===== src/sv/qlre_pkg.sv =====
// shared types, widths, codes and reset values of the q-learning timeout estimator
package qlre_pkg;

  // field widths
  localparam int unsigned ModeW   = 2;
  localparam int unsigned DelayW  = 24;
  localparam int unsigned AlphaW  = 17;
  localparam int unsigned GammaW  = 18;
  localparam int unsigned BoundW  = 24;
  localparam int unsigned ValueW  = 32;
  localparam int unsigned CountW  = 32;
  localparam int unsigned CfgIdxW = 3;
  localparam int unsigned CfgDatW = 24;

  // shared multiplier: signed 18 x signed 36
  localparam int unsigned MulAW  = 18;
  localparam int unsigned MulBW  = 36;
  localparam int unsigned ProdW  = MulAW + MulBW;
  localparam int unsigned FracW  = 16;
  localparam int unsigned RoundW = ProdW - FracW;

  // event codes
  typedef enum logic [ModeW-1:0] {
    MODE_DELAY   = 2'd0,
    MODE_TIMEOUT = 2'd1,
    MODE_RESTART = 2'd2
  } mode_e;

  // configuration register indexes
  typedef enum logic [CfgIdxW-1:0] {
    CFG_ALPHA_SUCCESS   = 3'd0,
    CFG_ALPHA_FAILURE   = 3'd1,
    CFG_GAMMA_SUCCESS   = 3'd2,
    CFG_GAMMA_FAILURE   = 3'd3,
    CFG_TIMEOUT_FLOOR   = 3'd4,
    CFG_TIMEOUT_CEILING = 3'd5
  } cfg_idx_e;

  // reset values
  localparam logic [AlphaW-1:0]        AlphaSuccessRst = 17'd16384;
  localparam logic [AlphaW-1:0]        AlphaFailureRst = 17'd9830;
  localparam logic signed [GammaW-1:0] GammaSuccessRst = -18'sd32768;
  localparam logic signed [GammaW-1:0] GammaFailureRst = 18'sd492;
  localparam logic [BoundW-1:0]        FloorRst        = 24'd13107;
  localparam logic [BoundW-1:0]        CeilingRst      = 24'd3932160;
  localparam logic signed [ValueW-1:0] OneSecond       = 32'sd65536;

  // channel payloads
  typedef struct packed {
    logic [ModeW-1:0]  mode;
    logic [DelayW-1:0] delay;
  } evt_t;

  typedef struct packed {
    logic [BoundW-1:0]        timeout_value;
    logic signed [ValueW-1:0] estimate;
    logic                     in_failure;
    logic [CountW-1:0]        sample_count;
  } res_t;

  typedef struct packed {
    logic [CfgIdxW-1:0] index;
    logic [CfgDatW-1:0] data;
  } cfg_t;

endpackage


===== src/sv/qlre_mul.sv =====
// shared signed multiplier with registered product
module qlre_mul (
  input  logic                                  clk_i,
  input  logic signed [qlre_pkg::MulAW-1:0]     a_i,
  input  logic signed [qlre_pkg::MulBW-1:0]     b_i,
  output logic signed [qlre_pkg::ProdW-1:0]     p_o
);

  logic signed [qlre_pkg::ProdW-1:0] p_q;

  // one product per cycle, operands picked by the sequencer
  always_ff @(posedge clk_i) begin
    p_q <= qlre_pkg::ProdW'(a_i) * qlre_pkg::ProdW'(b_i);
  end

  assign p_o = p_q;

endmodule


===== config.mk =====
export PLATFORM = sky130hd
export DESIGN_NAME = qlre_mul
export DESIGN_NICKNAME = d
export VERILOG_FILES = /design/src/sv/qlre_pkg.sv /design/src/sv/qlre_mul.sv
export SDC_FILE = /design/constraint.sdc
export NUM_CORES = 2
export LEC_CHECK = 0
export ABC_AREA = 1
export BUFFER_PORTS_ARGS = -buffer_cell sky130_fd_sc_hd__buf_2
export CORE_MARGIN = 1
export CORE_UTILIZATION = 55
export DETAILED_ROUTE_END_ITERATION = 12
export PLACE_DENSITY = 0.69
export SLEW_MARGIN = 20
export SYNTH_ARGS = -nofsm -noshare
export SYNTH_HDL_FRONTEND = slang
export SYNTH_SLANG_ARGS = --single-unit

===== constraint.sdc =====
create_clock -name clk_i -period 18.4 [get_ports clk_i]
set_input_delay 2.76 -clock clk_i [delete_from_list [all_inputs] [get_ports clk_i]]
set_output_delay 2.76 -clock clk_i [all_outputs]
set_load 0.01 [all_outputs]

[After elaboration in Yosys (flattened, before gate mapping)]
Index checks and enable logic that the tools add are counted.
Storage, ports and cells
  flip-flop bits (word level): 54
  bits in latches: 0
  RAM bits: 0
  memory bits (read-only): 0
  input bits: 55
  output and inout port bits: 54
  word-level logic and storage cells: 2
  memories: 0
Cells by class
  $add $sub $neg: 0
  $mul: 1
  div/mod/pow operators: 0
  magnitude comparators: 0
  equal/unequal tests: 0
  shifts and indexed selects: 0
  multiplexer cells: 0
  bitwise logic cells: 0
  reduce and logical (&&, ||, !) cells: 0
Operator list (number)
  $mul A18 B36 Y54: 1

[Depth between registers and ports, before layout]
  word-level depth: 1
  depth in mapped cells: 29
  gate-level depth less buffers: 27

[Worst setup path before layout]
No wires, ideal clock.
  kind: input-to-reg
  from: in b_i[35] in the netlist's numbering
  to: reg p_q (netlist bit p_o[49])
  library setup time: 0.113 ns
  data arrival time: 7.974 ns
  data required time: 18.287 ns
  slack: 10.313 ns
  stages: 22
  buffers on the path: 2
  cell sequence: clkbuf_1 > clkbuf_1 > nand2_1 > fa_1 > inv_1 > fa_1 > inv_1 > fa_1 > fa_1 > fa_1 > fa_1 > inv_1 > ha_1 > nand2_1 > inv_1 > nand2_1 > nor3_1 > nand2_1 > nor2_1 > nand2_1 > nand4_1 > nand2_1
Between the ends
  cells in the longest elaborated chain, start to end: 1
Ends and longest elaborated chain
  start: declaration: line qlre_mul.sv:5  | input logic signed [qlre_pkg::MulBW-1:0] b_i,
  $mul A18 B36 Y54: line qlre_mul.sv:13  | p_q <= qlre_pkg::ProdW'(a_i) * qlre_pkg::ProdW'(b_i);
  end signal: assignment: line qlre_mul.sv:13
  end: declaration: line qlre_mul.sv:9  | logic signed [qlre_pkg::ProdW-1:0] p_q;
Every way passes these cells.

[Worst setup path after layout]
  from: in a_i[6] in the netlist's numbering
  to: reg p_q (netlist bit p_o[45])
Between the ends
  cells in the longest elaborated chain, start to end: 1
Ends and longest elaborated chain
  start: declaration: line qlre_mul.sv:4  | input logic signed [qlre_pkg::MulAW-1:0] a_i,
  $mul A18 B36 Y54: line qlre_mul.sv:13
Every way passes these cells.

==> flow_summary.ini <==
[outcome]
status = finished, final reports clean

[timing]
rsz0062_at_grt = no
timing.fmax_mhz = 113.4
relSlewSlack_pct = 25.45
slew_viol_final = 0
period_share_pct = 47.92
finalCriticalPeriod_ns = 8.818
tightestPinTransition_ns = 1.118
hold_viol = 0
setup_tns_ns = 0
setup_viol = 0

[grt]
grt_max_degree = 38
antenna_found_initial = 1
grt_pass1_vias = 22382
overflow = 0
grt.total_usage_pct = 31.54
grt_pass1_wl_mm = 115.3

[floorplan]
start_util_pct = 56.02
row_count = 78
die_area_mm2 = 0.04738
die_x_um = 217.7
die_y_um = 217.7
core-area_mm2 = 0.04567
boundaryPins = 109

[finish]
area_delta_synth_final_pct = 3.673
final_common_cell = inv_1
fillers = 4316
final_nets = 4219
antennaDiodeCount = 0
multiInputGateArea_mm2 = 0.01956
final_cell_mix = 1148 x inv_1, 1034 x nand2_1, 617 x fa_1
drive_above_1_share_pct = 6.259
largest_reg_flops = 54
regArea_mm2 = 0.001081

[worst_setup_path]
worst_path_most_repeated_cell = fa_1
crit_fanout = 36
setup.worst_path.start_class = input pin
crit_slowest_cell = fa_1
crit_end = p_o[45]
crit_chain = buf_2 > nand2_1 > fa_1 > inv_1 > fa_1 > fa_1 > fa_1 > fa_1 > inv_1 > fa_1 > inv_1 > ha_1 > nand2_1 > nor2_1 > nand2_1 > nor3_1 > nand3_1 > nand4_1 > nand2_1
crit_path_max_incr_delay_ns = 0.80
critical_path_required_ns = 18.59
cp.arrival_ns = 9.01
critPathLaunch = a_i[6]
critPathKind = input pin to flip-flop
end_kind = flip-flop

[yosys]
yosys-top-cells-area = fa_1 48%, inv_1 17%, nand2_1 15%
syn_nets = 4243
synth_area_per_cell_um2 = 7.433
syn-cell-area_mm2 = 0.02558
synthCells = 3442
synth.top_cell.area_share_pct = 48.28
ys_seq_elements = 54
yosysSeqAreaShare_pct = 4.225
async_flop_share_pct = 0
yosys.cell_types.count = 33
ys.flop_type = dfxtp_1
synth_edf_count = 0
yosys_warnings = 0
yosysTopAreaCell = fa_1

[clock_tree]
postCtsSetupRepairBufs = 0
cts_tree = yes
numCtsBuffers = 5
cts-root-buf = clkbuf_16
holdBufCountCts = 0
clockBufferDepth = 2
clkTransAtPathRegs_ns = 0.07
cts-htree-levels = 2
cts.sinks = 54
cts.repair.resized = 0

[placed_design]
globalplace.congestion = 0.9439
post-dp-hpwl_mm = 58.39
portBuffers = 108

[drt]
wirelength_mm = 70.32
first_iter_violations = 1247
dr.pass1.iters = 5
dr_total_vias = 20229
wl_per_cell_um = 17.50
via_per_inst = 5.033
drt.antenna.violating_nets = 0
drc = 0

[flow_run]
drv_cap = 0

[min_path]
holdCritPathClass = input pin to flip-flop
min-delay-start = b_i[0]
hold_path_depth = 3
[worst max-delay path: cells and delay by family]
family,cells,cell delay [ns]
adder cells (fa/ha/maj),7,3.86
AND/OR/NAND/NOR,8,1.50
buffers and inverters,4,0.87
[per-stage QoR]
stage / util, % / setup slack [ns] / area, um2 / std cells / hold slack [ns]
2_1_floorplan: - / 10.31 / 25580 / 3442 / 3.064
3_3_place_gp: 57.73 / 9.399 / 26370 / 4011 / 3.155
3_5_place_dp: 57.73 / 9.328 / 26370 / 4011 / 3.152
6_report: 58.07 / 9.582 / 26520 / 4019 / 3.023
4_1_cts: 58.07 / 9.644 / 26520 / 4019 / 3.033
5_1_grt: 58.07 / 9.275 / 26520 / 4019 / 3.031
[how the worst min path moves through the flow]
stage                   end
floorplan            p_o[0]
global placement    p_o[43]
detailed placement  p_o[13]
CTS                  p_o[0]
global route         p_o[0]
finish               p_o[0]
[metal layers]
layer / routed length [um] / vias to the layer above / GRT usage (%)
li1: - / 9264 / -
met1: 27300 / 10098 / 38.11
met2: 36880 / 689 / 58.65
met3: 3576 / 176 / 2.845
met4: 2549 / 2 / 10.45
met5: 12 / - / 0
[final cells by class]
class / instances / share of cell area [%]
Timing Repair Buffer: 112 / 2.151
Sequential cell: 54 / 4.076
Tap cell: 600 / 2.830
Multi-Input combinational cell: 2072 / 73.76
Clock inverter: 2 / 0.06132
Inverter: 1173 / 16.60
Clock buffer: 6 / 0.5236
[logic make-up after synthesis]
family	count (synthesis)	share of synthesized area [%]
buffers and inverters	1316	19.31
AND/OR/NAND/NOR	1239	19.59
adder cells (fa/ha/maj)	746	54.59
AO/OA/AOI/OAI	54	1.159
flip-flops	54	4.225
XOR/XNOR	33	1.130
[synthesized netlist by cell type, types with 7 or more instances]
cell type / instances
nand4_1: 16
buf_1: 17
a21oi_1: 37
nor2_1: 68
nor2_2: 27
inv_2: 23
nand3_1: 40
ha_1: 129
clkbuf_1: 126
fa_1: 617
nand2_2: 17
o21ai_0: 7
inv_1: 1148
dfxtp_1: 54
nor3_2: 7
nand2_1: 1034
xor2_1: 28
Power is left out: the tool's default activity adds up to more than one toggle a clock period on the data nets, which glitch-free logic cannot reach.
